## src/hw/rtl/hsf_pkg.sv

```systemverilog
// Shared types, constants and grading helpers for the health supervisor.
package hsf_pkg;

  // Commands carried in the cmd field of an input beat
  typedef enum logic [1:0] {
    CMD_TICK  = 2'd0,
    CMD_START = 2'd1,
    CMD_ESTOP = 2'd2,
    CMD_SHUT  = 2'd3
  } cmd_t;

  // Per-service health grades
  typedef enum logic [1:0] {
    G_HEALTHY  = 2'd0,
    G_WARNING  = 2'd1,
    G_CRITICAL = 2'd2,
    G_UNKNOWN  = 2'd3
  } grade_t;

  // System modes
  typedef enum logic [2:0] {
    M_INIT     = 3'd0,
    M_STARTUP  = 3'd1,
    M_RUNNING  = 3'd2,
    M_DEGRADED = 3'd3,
    M_ERROR    = 3'd4,
    M_RECOVERY = 3'd5,
    M_SHUTDOWN = 3'd6
  } mode_t;

  // Configuration register indexes
  localparam logic [2:0] REG_CHECK_IVL = 3'd0;
  localparam logic [2:0] REG_RECOV_IVL = 3'd1;
  localparam logic [2:0] REG_AUTO_REC  = 3'd2;
  localparam logic [2:0] REG_HEALTHY_TH = 3'd3;
  localparam logic [2:0] REG_ERROR_TH  = 3'd4;

  // Configuration reset values
  localparam logic [15:0] RST_CHECK_IVL  = 16'd5000;
  localparam logic [15:0] RST_RECOV_IVL  = 16'd30000;
  localparam logic        RST_AUTO_REC   = 1'b1;
  localparam logic [6:0]  RST_HEALTHY_TH = 7'd70;
  localparam logic [6:0]  RST_ERROR_TH   = 7'd30;

  // Hardware response limits in microseconds
  localparam logic [15:0] HW_CRIT_US = 16'd5000;
  localparam logic [15:0] HW_WARN_US = 16'd2000;

  localparam logic [6:0] SCORE_FULL = 7'd100;
  localparam logic [6:0] SCORE_HALF = 7'd50;
  localparam logic [6:0] SCORE_NONE = 7'd0;

  // Raw probe flags of one tick
  typedef struct packed {
    logic        gps_connected;
    logic [3:0]  ntp_stratum;
    logic        time_service_present;
    logic        network_connected;
    logic        network_service_present;
    logic        ntp_service_present;
    logic        display_connected;
    logic        config_present;
    logic        logging_present;
    logic        metrics_present;
    logic [15:0] hw_response_us;
  } probe_t;

  // Grades and scores of one health check
  typedef struct packed {
    grade_t     gps;
    grade_t     net;
    grade_t     cfg;
    logic [6:0] overall;
    logic [6:0] gps_score;
    logic [6:0] net_score;
    logic [6:0] ntp_score;
    logic [6:0] hw_score;
  } check_t;

  // Weight of a grade toward the overall score
  function automatic logic [2:0] grade_weight(grade_t g);
    logic [2:0] w;
    case (g)
      G_HEALTHY: w = 3'd4;
      G_WARNING: w = 3'd2;
      G_UNKNOWN: w = 3'd1;
      default:   w = 3'd0;
    endcase
    return w;
  endfunction

  // Per-service percent score of a grade
  function automatic logic [6:0] grade_score(grade_t g);
    logic [6:0] s;
    case (g)
      G_HEALTHY: s = SCORE_FULL;
      G_WARNING: s = SCORE_HALF;
      default:   s = SCORE_NONE;
    endcase
    return s;
  endfunction

endpackage

```

## src/hw/rtl/hsf_grader.sv

```systemverilog
// Combinational grading and scoring of the eight services from one probe beat.
module hsf_grader (
  input  hsf_pkg::probe_t probe,
  output hsf_pkg::check_t chk
);
  import hsf_pkg::*;

  grade_t     g_gps, g_net, g_ntp, g_disp, g_cfg, g_log, g_met, g_hw;
  logic [5:0] weight_sum;
  logic [9:0] weight_x25;

  // Grade each service
  always_comb begin
    if (!probe.gps_connected) begin
      g_gps = G_CRITICAL;
    end else if (!probe.time_service_present) begin
      g_gps = G_UNKNOWN;
    end else if (probe.ntp_stratum == 4'd1) begin
      g_gps = G_HEALTHY;
    end else if (probe.ntp_stratum <= 4'd3) begin
      g_gps = G_WARNING;
    end else begin
      g_gps = G_CRITICAL;
    end

    if (!probe.network_connected) begin
      g_net = G_CRITICAL;
    end else if (!probe.network_service_present) begin
      g_net = G_UNKNOWN;
    end else begin
      g_net = G_HEALTHY;
    end

    g_ntp  = probe.ntp_service_present ? G_HEALTHY : G_UNKNOWN;
    g_disp = probe.display_connected   ? G_HEALTHY : G_WARNING;
    g_cfg  = probe.config_present      ? G_HEALTHY : G_CRITICAL;
    g_log  = probe.logging_present     ? G_HEALTHY : G_WARNING;
    g_met  = probe.metrics_present     ? G_HEALTHY : G_WARNING;

    if (probe.hw_response_us > HW_CRIT_US) begin
      g_hw = G_CRITICAL;
    end else if (probe.hw_response_us > HW_WARN_US) begin
      g_hw = G_WARNING;
    end else begin
      g_hw = G_HEALTHY;
    end
  end

  // Sum weights; overall = sum*100/32 = sum*25/8
  always_comb begin
    weight_sum = 6'(grade_weight(g_gps)) + 6'(grade_weight(g_net))
               + 6'(grade_weight(g_ntp)) + 6'(grade_weight(g_disp))
               + 6'(grade_weight(g_cfg)) + 6'(grade_weight(g_log))
               + 6'(grade_weight(g_met)) + 6'(grade_weight(g_hw));
    weight_x25 = {weight_sum, 4'b0} + {1'b0, weight_sum, 3'b0} + {4'b0, weight_sum};
  end

  // Pack the check result
  always_comb begin
    chk.gps       = g_gps;
    chk.net       = g_net;
    chk.cfg       = g_cfg;
    chk.overall   = weight_x25[9:3];
    chk.gps_score = grade_score(g_gps);
    chk.net_score = grade_score(g_net);
    chk.ntp_score = grade_score(g_ntp);
    chk.hw_score  = grade_score(g_hw);
  end

endmodule

```

## src/hw/rtl/health_supervisor_fsm.sv

```systemverilog
// Top level of the health supervisor: beat pipeline, timers, mode machine, config.
// Usage:
//   Input channel (in_*): one beat per 1 ms tick or command (start, emergency
//   stop, shutdown). A tick carries the raw probe flags of the eight services.
//   Result channel (out_*): exactly one result beat per input beat, in order:
//   the mode after the beat, the scores of the last health check, and the
//   check_done, state_changed and restart pulse flags.
//   Config port: APB-style, five 32-bit registers at byte offsets 0..16;
//   write only while the block is idle.
// Timing:
//   An accepted beat lands in the input register; grading, scoring and the
//   mode update then run combinationally into the result register, which
//   raises out_valid. Throughput is one beat per cycle while out_stall is low.
//   A stalled result holds; in_stall rises only when both the input register
//   and the result register are full and out_stall is high.
// Reset:
//   Synchronous active-low rst_n clears the pipeline, the clock and timers,
//   sets mode to init, grades to unknown, scores to zero and config to
//   defaults.
module health_supervisor_fsm (
  input  logic        clk,
  input  logic        rst_n,
  // input channel
  input  logic        in_valid,
  output logic        in_stall,
  input  logic [1:0]  in_cmd,
  input  logic        in_gps_connected,
  input  logic [3:0]  in_ntp_stratum,
  input  logic        in_time_service_present,
  input  logic        in_network_connected,
  input  logic        in_network_service_present,
  input  logic        in_ntp_service_present,
  input  logic        in_display_connected,
  input  logic        in_config_present,
  input  logic        in_logging_present,
  input  logic        in_metrics_present,
  input  logic [15:0] in_hw_response_us,
  // result channel
  output logic        out_valid,
  input  logic        out_stall,
  output logic [2:0]  out_sys_state,
  output logic [6:0]  out_overall_score,
  output logic [6:0]  out_gps_score,
  output logic [6:0]  out_network_score,
  output logic [6:0]  out_ntp_score,
  output logic [6:0]  out_hardware_score,
  output logic        out_check_done,
  output logic        out_state_changed,
  output logic        out_restart_gps,
  output logic        out_restart_network,
  // config port
  input  logic        psel,
  input  logic        penable,
  input  logic        pwrite,
  input  logic [4:0]  paddr,
  input  logic [31:0] pwdata,
  output logic [31:0] prdata,
  output logic        pready
);
  import hsf_pkg::*;

  // Config registers
  logic [15:0] check_ivl_r;
  logic [15:0] recov_ivl_r;
  logic        auto_rec_r;
  logic [6:0]  healthy_th_r;
  logic [6:0]  error_th_r;

  // Input register
  logic        in_valid_r;
  cmd_t        cmd_r;
  probe_t      probe_r;

  // Supervisor state
  mode_t       mode_r, mode_nxt;
  logic [31:0] time_now_r, time_now_nxt;
  logic [31:0] last_check_r, last_check_nxt;
  logic [31:0] last_rec_r, last_rec_nxt;
  grade_t      gps_grade_r, gps_grade_nxt;
  grade_t      net_grade_r, net_grade_nxt;
  logic [6:0]  overall_r, overall_nxt;
  logic [6:0]  gps_score_r, gps_score_nxt;
  logic [6:0]  net_score_r, net_score_nxt;
  logic [6:0]  ntp_score_r, ntp_score_nxt;
  logic [6:0]  hw_score_r, hw_score_nxt;

  // Result register flags
  logic        out_valid_r;
  logic        check_done_r, check_done_nxt;
  logic        changed_r, changed_nxt;
  logic        rst_gps_r, rst_gps_nxt;
  logic        rst_net_r, rst_net_nxt;

  logic        advance;
  logic        fire;
  logic        cfg_wr;
  check_t      chk;
  logic [31:0] since_check;
  logic [31:0] since_rec;
  logic        check_due;
  logic        healthy;
  logic        intact;
  mode_t       mode_chk;
  grade_t      gps_g_now, net_g_now;

  // Pipeline handshake
  assign advance  = !out_valid_r || !out_stall;
  assign fire     = in_valid_r && advance;
  assign in_stall = in_valid_r && !advance;

  // Capture input beat
  always_ff @(posedge clk) begin
    if (!rst_n) begin
      in_valid_r <= 1'b0;
    end else if (!in_stall) begin
      in_valid_r <= in_valid;
    end
  end

  always_ff @(posedge clk) begin
    if (in_valid && !in_stall) begin
      cmd_r                           <= cmd_t'(in_cmd);
      probe_r.gps_connected           <= in_gps_connected;
      probe_r.ntp_stratum             <= in_ntp_stratum;
      probe_r.time_service_present    <= in_time_service_present;
      probe_r.network_connected       <= in_network_connected;
      probe_r.network_service_present <= in_network_service_present;
      probe_r.ntp_service_present     <= in_ntp_service_present;
      probe_r.display_connected       <= in_display_connected;
      probe_r.config_present          <= in_config_present;
      probe_r.logging_present         <= in_logging_present;
      probe_r.metrics_present         <= in_metrics_present;
      probe_r.hw_response_us          <= in_hw_response_us;
    end
  end

  // Grade the held beat
  hsf_grader u_grader (
    .probe (probe_r),
    .chk   (chk)
  );

  // Next state: timers, health check, rule chain, recovery
  always_comb begin
    time_now_nxt   = time_now_r;
    last_check_nxt = last_check_r;
    last_rec_nxt   = last_rec_r;
    gps_grade_nxt  = gps_grade_r;
    net_grade_nxt  = net_grade_r;
    overall_nxt    = overall_r;
    gps_score_nxt  = gps_score_r;
    net_score_nxt  = net_score_r;
    ntp_score_nxt  = ntp_score_r;
    hw_score_nxt   = hw_score_r;
    check_done_nxt = 1'b0;
    rst_gps_nxt    = 1'b0;
    rst_net_nxt    = 1'b0;
    mode_chk       = mode_r;
    mode_nxt       = mode_r;

    since_check = time_now_r + 32'd1 - last_check_r;
    since_rec   = time_now_r + 32'd1 - last_rec_r;
    check_due   = since_check >= {16'd0, check_ivl_r};
    healthy     = chk.overall >= healthy_th_r;
    intact      = (chk.gps == G_HEALTHY || chk.gps == G_WARNING)
                  && chk.net == G_HEALTHY && chk.cfg == G_HEALTHY;
    gps_g_now   = check_due ? chk.gps : gps_grade_r;
    net_g_now   = check_due ? chk.net : net_grade_r;

    case (cmd_r)
      CMD_START: mode_nxt = M_STARTUP;
      CMD_ESTOP: mode_nxt = M_ERROR;
      CMD_SHUT:  mode_nxt = M_SHUTDOWN;
      CMD_TICK: begin
        time_now_nxt = time_now_r + 32'd1;
        if (check_due) begin
          last_check_nxt = time_now_r + 32'd1;
          check_done_nxt = 1'b1;
          gps_grade_nxt  = chk.gps;
          net_grade_nxt  = chk.net;
          overall_nxt    = chk.overall;
          gps_score_nxt  = chk.gps_score;
          net_score_nxt  = chk.net_score;
          ntp_score_nxt  = chk.ntp_score;
          hw_score_nxt   = chk.hw_score;
          if (mode_r == M_STARTUP && intact) begin
            mode_chk = M_RUNNING;
          end else if (mode_r == M_RUNNING && !healthy) begin
            mode_chk = M_DEGRADED;
          end else if (mode_r == M_DEGRADED && healthy) begin
            mode_chk = M_RUNNING;
          end else if (chk.overall < error_th_r) begin
            mode_chk = M_ERROR;
          end
        end
        mode_nxt = mode_chk;
        if (auto_rec_r && mode_chk == M_ERROR && since_rec > {16'd0, recov_ivl_r}) begin
          mode_nxt     = M_RECOVERY;
          last_rec_nxt = time_now_r + 32'd1;
          rst_gps_nxt  = gps_g_now == G_CRITICAL && probe_r.time_service_present;
          rst_net_nxt  = net_g_now == G_CRITICAL && probe_r.network_service_present;
        end
      end
      default: mode_nxt = mode_r;
    endcase

    changed_nxt = mode_nxt != mode_r;
  end

  // Mode register
  always_ff @(posedge clk) begin
    if (!rst_n) begin
      mode_r <= M_INIT;
    end else if (fire) begin
      mode_r <= mode_nxt;
    end
  end

  // Timers, grades and scores
  always_ff @(posedge clk) begin
    if (!rst_n) begin
      time_now_r   <= 32'd0;
      last_check_r <= 32'd0;
      last_rec_r   <= 32'd0;
      gps_grade_r  <= G_UNKNOWN;
      net_grade_r  <= G_UNKNOWN;
      overall_r    <= SCORE_NONE;
      gps_score_r  <= SCORE_NONE;
      net_score_r  <= SCORE_NONE;
      ntp_score_r  <= SCORE_NONE;
      hw_score_r   <= SCORE_NONE;
    end else if (fire) begin
      time_now_r   <= time_now_nxt;
      last_check_r <= last_check_nxt;
      last_rec_r   <= last_rec_nxt;
      gps_grade_r  <= gps_grade_nxt;
      net_grade_r  <= net_grade_nxt;
      overall_r    <= overall_nxt;
      gps_score_r  <= gps_score_nxt;
      net_score_r  <= net_score_nxt;
      ntp_score_r  <= ntp_score_nxt;
      hw_score_r   <= hw_score_nxt;
    end
  end

  // Result register: valid and per-beat flags
  always_ff @(posedge clk) begin
    if (!rst_n) begin
      out_valid_r <= 1'b0;
    end else if (advance) begin
      out_valid_r <= in_valid_r;
    end
  end

  always_ff @(posedge clk) begin
    if (fire) begin
      check_done_r <= check_done_nxt;
      changed_r    <= changed_nxt;
      rst_gps_r    <= rst_gps_nxt;
      rst_net_r    <= rst_net_nxt;
    end
  end

  // Drive result beat; mode and scores are held in the state registers
  assign out_valid           = out_valid_r;
  assign out_sys_state       = mode_r;
  assign out_overall_score   = overall_r;
  assign out_gps_score       = gps_score_r;
  assign out_network_score   = net_score_r;
  assign out_ntp_score       = ntp_score_r;
  assign out_hardware_score  = hw_score_r;
  assign out_check_done      = check_done_r;
  assign out_state_changed   = changed_r;
  assign out_restart_gps     = rst_gps_r;
  assign out_restart_network = rst_net_r;

  // Config writes
  assign pready = 1'b1;
  assign cfg_wr = psel && penable && pwrite && pready;

  always_ff @(posedge clk) begin
    if (!rst_n) begin
      check_ivl_r  <= RST_CHECK_IVL;
      recov_ivl_r  <= RST_RECOV_IVL;
      auto_rec_r   <= RST_AUTO_REC;
      healthy_th_r <= RST_HEALTHY_TH;
      error_th_r   <= RST_ERROR_TH;
    end else if (cfg_wr) begin
      case (paddr[4:2])
        REG_CHECK_IVL:  check_ivl_r  <= pwdata[15:0];
        REG_RECOV_IVL:  recov_ivl_r  <= pwdata[15:0];
        REG_AUTO_REC:   auto_rec_r   <= pwdata[0];
        REG_HEALTHY_TH: healthy_th_r <= pwdata[6:0];
        REG_ERROR_TH:   error_th_r   <= pwdata[6:0];
        default: ;
      endcase
    end
  end

  // Config reads
  always_comb begin
    case (paddr[4:2])
      REG_CHECK_IVL:  prdata = {16'd0, check_ivl_r};
      REG_RECOV_IVL:  prdata = {16'd0, recov_ivl_r};
      REG_AUTO_REC:   prdata = {31'd0, auto_rec_r};
      REG_HEALTHY_TH: prdata = {25'd0, healthy_th_r};
      REG_ERROR_TH:   prdata = {25'd0, error_th_r};
      default:        prdata = 32'd0;
    endcase
  end

endmodule
```

## config.mk

```make
export PLATFORM = sky130hd
export DESIGN_NAME = health_supervisor_fsm
export DESIGN_NICKNAME = d
export VERILOG_FILES = /design/src/hw/rtl/hsf_pkg.sv /design/src/hw/rtl/hsf_grader.sv /design/src/hw/rtl/health_supervisor_fsm.sv
export SDC_FILE = /design/constraint.sdc
export NUM_CORES = 1
export LEC_CHECK = 0
export ABC_AREA = 1
export ABC_CLOCK_PERIOD_IN_PS = 12850
export BUFFER_PORTS_ARGS = -buffer_cell sky130_fd_sc_hd__buf_2
export CORE_MARGIN = 1
export CORE_UTILIZATION = 60
export DETAILED_ROUTE_END_ITERATION = 6
export HOLD_SLACK_MARGIN = 0.05
export PLACE_DENSITY = 0.81
export REMOVE_ABC_BUFFERS = 1
export SETUP_SLACK_MARGIN = 0.02
export SLEW_MARGIN = 25
export SYNTH_ARGS = -nofsm -noshare
export SYNTH_HDL_FRONTEND = slang
export SYNTH_SLANG_ARGS = --single-unit
```

## constraint.sdc

```tcl
create_clock -name clk -period 12.85 [get_ports clk]
set_input_delay 0.6425 -clock clk [delete_from_list [all_inputs] [get_ports clk]]
set_output_delay 0.6425 -clock clk [all_outputs]
set_load 0.01 [all_outputs]
```

==> results summary, run 1 <==
For this block, the initial DRC count from the detailed router was 1376. During placement, the flow inserted port buffers numbering 106. The library cells used most frequently in the layout, excluding fill and tap cells, are nand2_1, inv_1, a21oi_1. The TritonCTS clock tree is done.

Of the synthesized area, sequential elements account for 0.288. Measured on the finished design, the core utilization comes to 0.664. The leakage power total is 8.74 nW. The post-placement setup slack is 3850 ps. The initial standard-cell utilization of the core came out at 0.610. The smallest hold slack is 299 ps. The count of pins on the block boundary came out at 152. The total number of yosys warnings is 0. The count of nets left with antenna violations once routing finished came out at 0.

The post-detailed-route wirelength per cell is 15.5 um. The critical path required time came out at 13110 ps. The number of global-route vias before repair is 13900. After global routing the overflow that remains totals 0. Once detailed placement completed, the half-perimeter wirelength came to 33.2 mm. The deepest clock path buffer count is 3. The worst reg2reg path startpoint is probe_r[27]$_DFFE_PP_. For this design, the sink count on the clock tree is 203. Wires add up to 42.5 mm. Buffers inserted to repair hold after CTS numbered 0. In this run, CTS created clock tree buffers numbering 22. Of all nets on the critical path, the largest fanout is 13. The count of non-filler cells in the finished layout is 2742.

Summing all flip-flop and latch instances after layout gives 4410 um^2. The number of pins with negative max-slew slack in the final report is 0. Between clock sinks in the finished design, the worst skew comes to 13.4 ps. The cell area power density came out at 225 nW/um^2.

The area of combinational cells with multiple inputs came out at 8900 um^2. The number of H-tree levels came out at 1. Among all stages on the critical path, the largest delay is contributed by fa_1.

The clock slew seen by the registers of the worst setup and hold paths came out at 70 ps. STA classifies the critical path endpoint as a flip-flop. Tracing the worst setup path back leads to its startpoint at probe_r[27]$_DFFE_PP_. The final instance area came out at 16700 um^2. The floorplan has 58 rows. The slack of the critical path is 3730 ps. The initial antenna violation count came out at 1. For this run, the total global-route usage over all layers was measured as 0.322. The number of vias in the routed layout is 15100. The number of unique standard cell types used by synthesis came out at 48.

After clock tree synthesis, the repair step resized 0 gates. The post-layout minimum cycle time came out at 9120 ps. After synthesis the netlist holds a flip-flop and latch count of 203. The average via count per standard cell is 5.49. The cell total after placement came out at 2701. The global-route wire length before repair came out at 68.2 mm.

In this design, the largest share of critical-path delay is due to adder cells. After detailed placement, the total cell area comes to 15900 um^2. Together, buffers and inverters on the worst path number 6. The maximum cell stage delay along the critical path came out at 550 ps. The run finished with clean final reports. The count of maximum capacitance violations is 0. The worst-case headroom to the max-slew limit came out at 0.332. The transition time at the pin with the least slew margin is 996 ps. Setup repair after global routing left no endpoint under its margin. Entering global routing, the biggest net connects 63 pins. The last weighted congestion value of the routability-driven placer is 0.957. The dominant cell type by count on the critical path is nand2_1. Derived from the worst setup path, the maximum achievable clock frequency is 110 MHz. The commonest non-fill, non-tap cell in the layout is nand2_1.

Clock latency on the worst-skew pair, taken at its later pin, is 520 ps. The layout overhead on the synthesized area is 8.81%. The fraction of layout cells with a size suffix above 1 is 0.0730.

The count of flip-flops with a built-in enable after synthesis is 35. The netlist area before placement came out at 15300 um^2. The worst voltage drop across the vdd grid came out at 0.000180 V.

The path category of the worst min-delay check is primary input to flip-flop. For this run, design rule violations remaining after detail routing come to 0. The total count of hold-check failures in the final report is 0. The worst setup path is launched from a flip-flop. The net count reported at finish is 2615. The number of detailed-routing iterations run before antenna repair is 6. Synthesis handed over a netlist of 2315 instances. The tree is rooted in a clkbuf_16.

The die covers 26200 um^2. The layout has 2315 filler cells. The critical path data arrival time came out at 9380 ps.

The width of the chip came out at 162 um. The chip height is 162 um. Dividing the synthesized area by the synthesized cell count gives 6.62 um^2.

The worst setup path category is flip-flop to flip-flop. The number of buffers inserted by post-CTS setup repair came out at 0. The placeable core region came out at 25100 um^2.

The top flip-flop cell by instance count after synthesis is dfxtp_1. The aggregate negative setup slack is 0 ps. The start point of the worst hold path is in_ntp_service_present. The async set or reset register ratio after synthesis is 0. The total chip power is 3.75 mW. The period utilization is 0.709. The number of setup violations in the final report came out at 0.
==> cells by family after synthesis <==
| logic type | count (synthesis) | synth area share |
|---|---|---|
| compound gates | 416 | 0.149 |
| buf+inv | 519 | 0.138 |
| simple gates | 967 | 0.263 |
| other cells | 2 | 0.000490 |
| flops | 203 | 0.288 |
| fa+ha+maj | 145 | 0.126 |
| xor+xnor | 63 | 0.0360 |
==> layer usage <==
| layer | up-vias | track usage | part of all wire |
|---|---|---|---|
| met5 | - | 0 | 0 |
| met2 | 604 | 0.540 | 0.46 |
| li1 | 7499 | - | - |
| met3 | 100 | 0.0352 | 0.076 |
| met1 | 6847 | 0.436 | 0.44 |
| met4 | 0 | 0.0973 | 0.030 |
==> Yosys cell counts (all sizes together) (7+ instances only) <==
cell / instances / area, um^2
a211oi: 11 / 82.6
a221oi: 13 / 114
ha: 130 / 1630
xnor2: 12 / 105
o21ai: 134 / 671
nor3: 27 / 145
and2: 7 / 43.8
edfxtp: 35 / 1050
dfxtp: 168 / 3360
nor2: 210 / 833
nand3: 97 / 490
inv: 434 / 1630
xor2: 51 / 447
o211ai: 20 / 150
fa: 15 / 300
nand3b: 9 / 67.6
clkbuf: 32 / 121
o22ai: 15 / 93.8
nand2: 579 / 2190
buf: 51 / 362
nand4: 33 / 221
a21oi: 204 / 1020
==> registers in the layout (all words and copies together), names as in the netlist, 3 cells and up <==
| signal | flops |
|---|---|
| check_ivl_r | 16 |
| last_rec_r | 32 |
| time_now_r | 32 |
| out_hardware_score | 3 |
| error_th_r | 7 |
| probe_r | 29 |
| healthy_th_r | 7 |
| out_gps_score | 3 |
| last_check_r | 32 |
| recov_ivl_r | 16 |
| out_sys_state | 3 |
| out_overall_score | 7 |
==> worst reg2reg max path: cells and delay by family (launching register included) <==
kind	cells	cell delay [ps]
buffers and inverters	6	450
adder cells (fa/ha/maj)	8	3380
AO/OA/AOI/OAI	8	1570
AND/OR/NAND/NOR	21	2650
flip-flops	1	370
XOR/XNOR	2	460
==> report_power, final <==
part / total [mW] / switching, mW / internal (mW)
combinational: 2.37 / 1.60 / 0.774
sequential: 0.719 / 0.0212 / 0.698
clock: 0.652 / 0.271 / 0.381
total: 3.75 / 1.89 / 1.85
==> area by class of cell <==
| cell class | instances | share of cell area |
|---|---|---|
| flip-flops and latches | 203 | 0.265 |
| repair buffers | 111 | 0.0342 |
| clock inverters | 11 | 0.00698 |
| well taps | 330 | 0.0248 |
| multi-input cells | 1621 | 0.534 |
| inverters | 436 | 0.0981 |
| clock buffers | 29 | 0.0371 |
| diodes | 1 | 0.000150 |
==> final timing paths <==
path,end,slack [ps],cells past startpoint
worst min register to register,last_rec_r[31]$_SDFFE_PN0P_,460,2
worst min-delay path,probe_r[20]$_DFFE_PP_,300,1
worst max-delay path,out_state_changed$_DFFE_PP_,3730,45
worst max register to register,out_state_changed$_DFFE_PP_,3730,45
(Power assumes the default switching activity.)
==> run 2: changes to the inputs <==
--- a/config.mk
+++ b/config.mk
@@ -6,13 +6,13 @@
 export NUM_CORES = 1
 export LEC_CHECK = 0
 export ABC_AREA = 1
-export ABC_CLOCK_PERIOD_IN_PS = 12850
+export ABC_CLOCK_PERIOD_IN_PS = 8200
 export BUFFER_PORTS_ARGS = -buffer_cell sky130_fd_sc_hd__buf_2
 export CORE_MARGIN = 1
-export CORE_UTILIZATION = 60
+export CORE_UTILIZATION = 55
 export DETAILED_ROUTE_END_ITERATION = 6
 export HOLD_SLACK_MARGIN = 0.05
-export PLACE_DENSITY = 0.81
+export PLACE_DENSITY = 0.78
 export REMOVE_ABC_BUFFERS = 1
 export SETUP_SLACK_MARGIN = 0.02
 export SLEW_MARGIN = 25
==> constraint.sdc (replaced) <==
create_clock -name clk -period 8.2 [get_ports clk]
set_input_delay 0.41 -clock clk [delete_from_list [all_inputs] [get_ports clk]]
set_output_delay 0.41 -clock clk [all_outputs]
set_load 0.01 [all_outputs]
==> results summary, run 2 (synthesis gave the netlist of run 1 again) <==
The startpoint identified for the worst register-to-register timing path is probe_r[26]$_DFFE_PP_. In this run the count of I/O pins placed on the die edge is 152. Of the total power, registers draw 0.171.

The number of global-route vias before repair is 14100. The instance count along the most critical hold path came out at 3. Entering global routing, the biggest net connects 70 pins. The top cell types in the final layout, fill and taps aside, are nand2_1, inv_1, a21oi_1. The number of setup violations in the final report is 0. The buffers plus inverters on the worst setup path is 6. In the final timing run, aggregate negative setup slack is 0 ps. The last weighted congestion value of the routability-driven placer came out at 0.988. The fraction of layout cells with a size suffix above 1 came out at 0.0944. The endpoint identified for the worst register-to-register timing path is last_rec_r[2]$_SDFFE_PN0P_. In this run the worst setup path begins at probe_r[26]$_DFFE_PP_. Leaving out fill and tap cells, the most frequent cell in the layout is nand2_1. The kind of cell with the highest combined delay on the critical path is adder cells. The clock slew seen by the registers of the worst setup and hold paths came out at 60 ps.

From synthesis to final layout, the design area changed by 14.5%. Of the total power, the share spent switching nets is 0.491. 0 antenna diodes ended up in the layout. The number of H-tree levels came out at 1.

The maximum fanout encountered on the critical timing path is 5. The post-layout minimum cycle time came out at 7870 ps. The chip height is 169 um. For this configuration, the core starts out at a cell density of 0.564. The tightest min-delay check is of the primary input to flip-flop type. The global-route wire length before repair came out at 72.2 mm. The worst setup path category is flip-flop to flip-flop.

STA classifies the critical path endpoint as a flip-flop. VDD sags by at most 0.000328 V. The net count reported at finish is 2669. The half-perimeter wire length after detailed placement came out at 35.3 mm. The slowest stage of the critical path belongs to the cell fa_1. The setup skew after layout is 36.9 ps. The final reports fail on design-rule violations. The final route contains 15300 vias. The start point of the worst hold path is pwdata[7]. During placement, the flow inserted port buffers numbering 106. Setup slack on the worst reg-to-reg path comes out at 330 ps. The critical path data arrival time is 8340 ps. Wires add up to 46.8 mm. The count of maximum capacitance violations is 0. The worst-case headroom to the max-slew limit is 0.312. The transition time at the pin with the least slew margin is 1030 ps. The latest clock arrival within the worst-skew pair came out at 560 ps. The critical path required time is 8670 ps. The largest registers in the layout are last_check_r (32), last_rec_r (32), time_now_r (32).

The number of detailed-routing iterations run before antenna repair is 7. The logic depth of the worst register-to-register path is 45. The post-detailed-route wirelength per cell is 16.5 um.

Clock tree synthesis found a total of 203 sinks. The run finished, with violations left. The dominant cell type by count on the critical path is nor2_1. The internal portion of the total power is 3.37 mW. The slack of the critical path is 329 ps. The share of total power dissipated in the clock network is 0.173. The die covers 28500 um^2.

The total count of hold-check failures in the final report came to 0. The leakage power total came out at 9.10 nW. Static timing analysis puts the maximum clock frequency at 127 MHz. The period utilization came out at 0.960.

The worst setup path is launched from a flip-flop. Counting along the longest clock path gives a buffer depth of 3. The total congestion overflow is 0. Clock tree synthesis inserted a total of 24 buffers. In this run the horizontal extent of the chip is 169 um. The TritonCTS clock tree is done. After detailed routing, the number of remaining DRC violations is 1. The initial antenna violation count came to 0. The path with the worst hold slack has its endpoint at check_ivl_r[7]$_SDFFE_PN1P_.

The placeable core region is 27200 um^2. In this run, the number of DRC markers left after iteration 0 of detailed routing was 1294. Measured on the finished design, the core utilization comes to 0.646. The total routing usage reported by global routing is 0.319.

The post-placement setup slack came out at -62.5 ps. The antenna violation net count after detailed routing came out at 0. Using the TritonRoute via totals, the vias-per-cell ratio works out to 5.39.

The cell area power density came out at 377 nW/um^2. The number of placement rows came out at 60. The reported net switching power came out at 3.25 mW.

The CTS root buffer is clkbuf_16. The maximum cell stage delay along the critical path came out at 510 ps. Hold timing on the final database bottoms out at a slack of 90.7 ps.

The portion of total power attributed to combinational logic came out at 0.657. The number of pins with negative max-slew slack in the final report is 0.
run 2: cell types whose count changed in the layout (fill, tap and decap cells not counted), sizes merged:
cell / change
dlygate4sd3: +31
clkbuf: +10
clkinvlp: -3
buf: +18
diode: -1
bufinv: +1
inv: -1
run 2: area by class of cell:
type	instances	area, um^2
clock buffer	36	707
clock inverter	8	140
fill	2523	9630
inverter	436	1640
multi-input combinational	1621	9060
sequential	203	4410
tap	372	465
timing repair buffer	163	1120
run 2: metrics by stage:
stage,cells,area [um^2],power [mW]
after floorplan,2260,14900,3.79
after global placement,2751,16100,4.85
after detailed placement,2751,16100,4.97
after CTS,2827,17300,6.18
after global routing,2839,17500,7.12
final,2839,17500,6.62
run 2: tightest hold or removal path: stages:
cell and delay (ps):
buf_2 90, a21oi_1 50, o21ai_0 60
run 2: power by group through the flow:
stage	clock network (mW)	logic [mW]	registers, mW
floorplan	0	2.64	1.15
global placement	0	3.70	1.15
detailed placement	0	3.82	1.15
CTS	1.14	3.91	1.13
global route	1.19	4.79	1.14
finish	1.14	4.35	1.13
run 2: how the worst max path moves through the flow:
| stage | to | cells past startpoint |
|---|---|---|
| after floorplan | out_state_changed$_DFFE_PP_ | 45 |
| after global placement | out_state_changed$_DFFE_PP_ | 43 |
| after detailed placement | out_state_changed$_DFFE_PP_ | 44 |
| after CTS | out_state_changed$_DFFE_PP_ | 41 |
| after global routing | last_rec_r[2]$_SDFFE_PN0P_ | 45 |
| final | last_rec_r[2]$_SDFFE_PN0P_ | 45 |
run 2: what timing repair did:
item | in CTS | in global routing
gates cloned | 0 | 4
resized for setup | 2 | 50
buffers inserted | 1 | 8
endpoints found under the hold margin | 31 | 0
hold buffers | 31 | 0
setup endpoints to repair | 26 | 38
pin swaps | 1 | 30
run 2: routing by layer:
metal  vias to the layer above  share of wire  track usage
met5                         -              0            0
met4                         0          0.031        0.100
met3                        96          0.078       0.0407
met2                       641           0.46        0.542
met1                      6951           0.43        0.421
li1                       7610              -            -
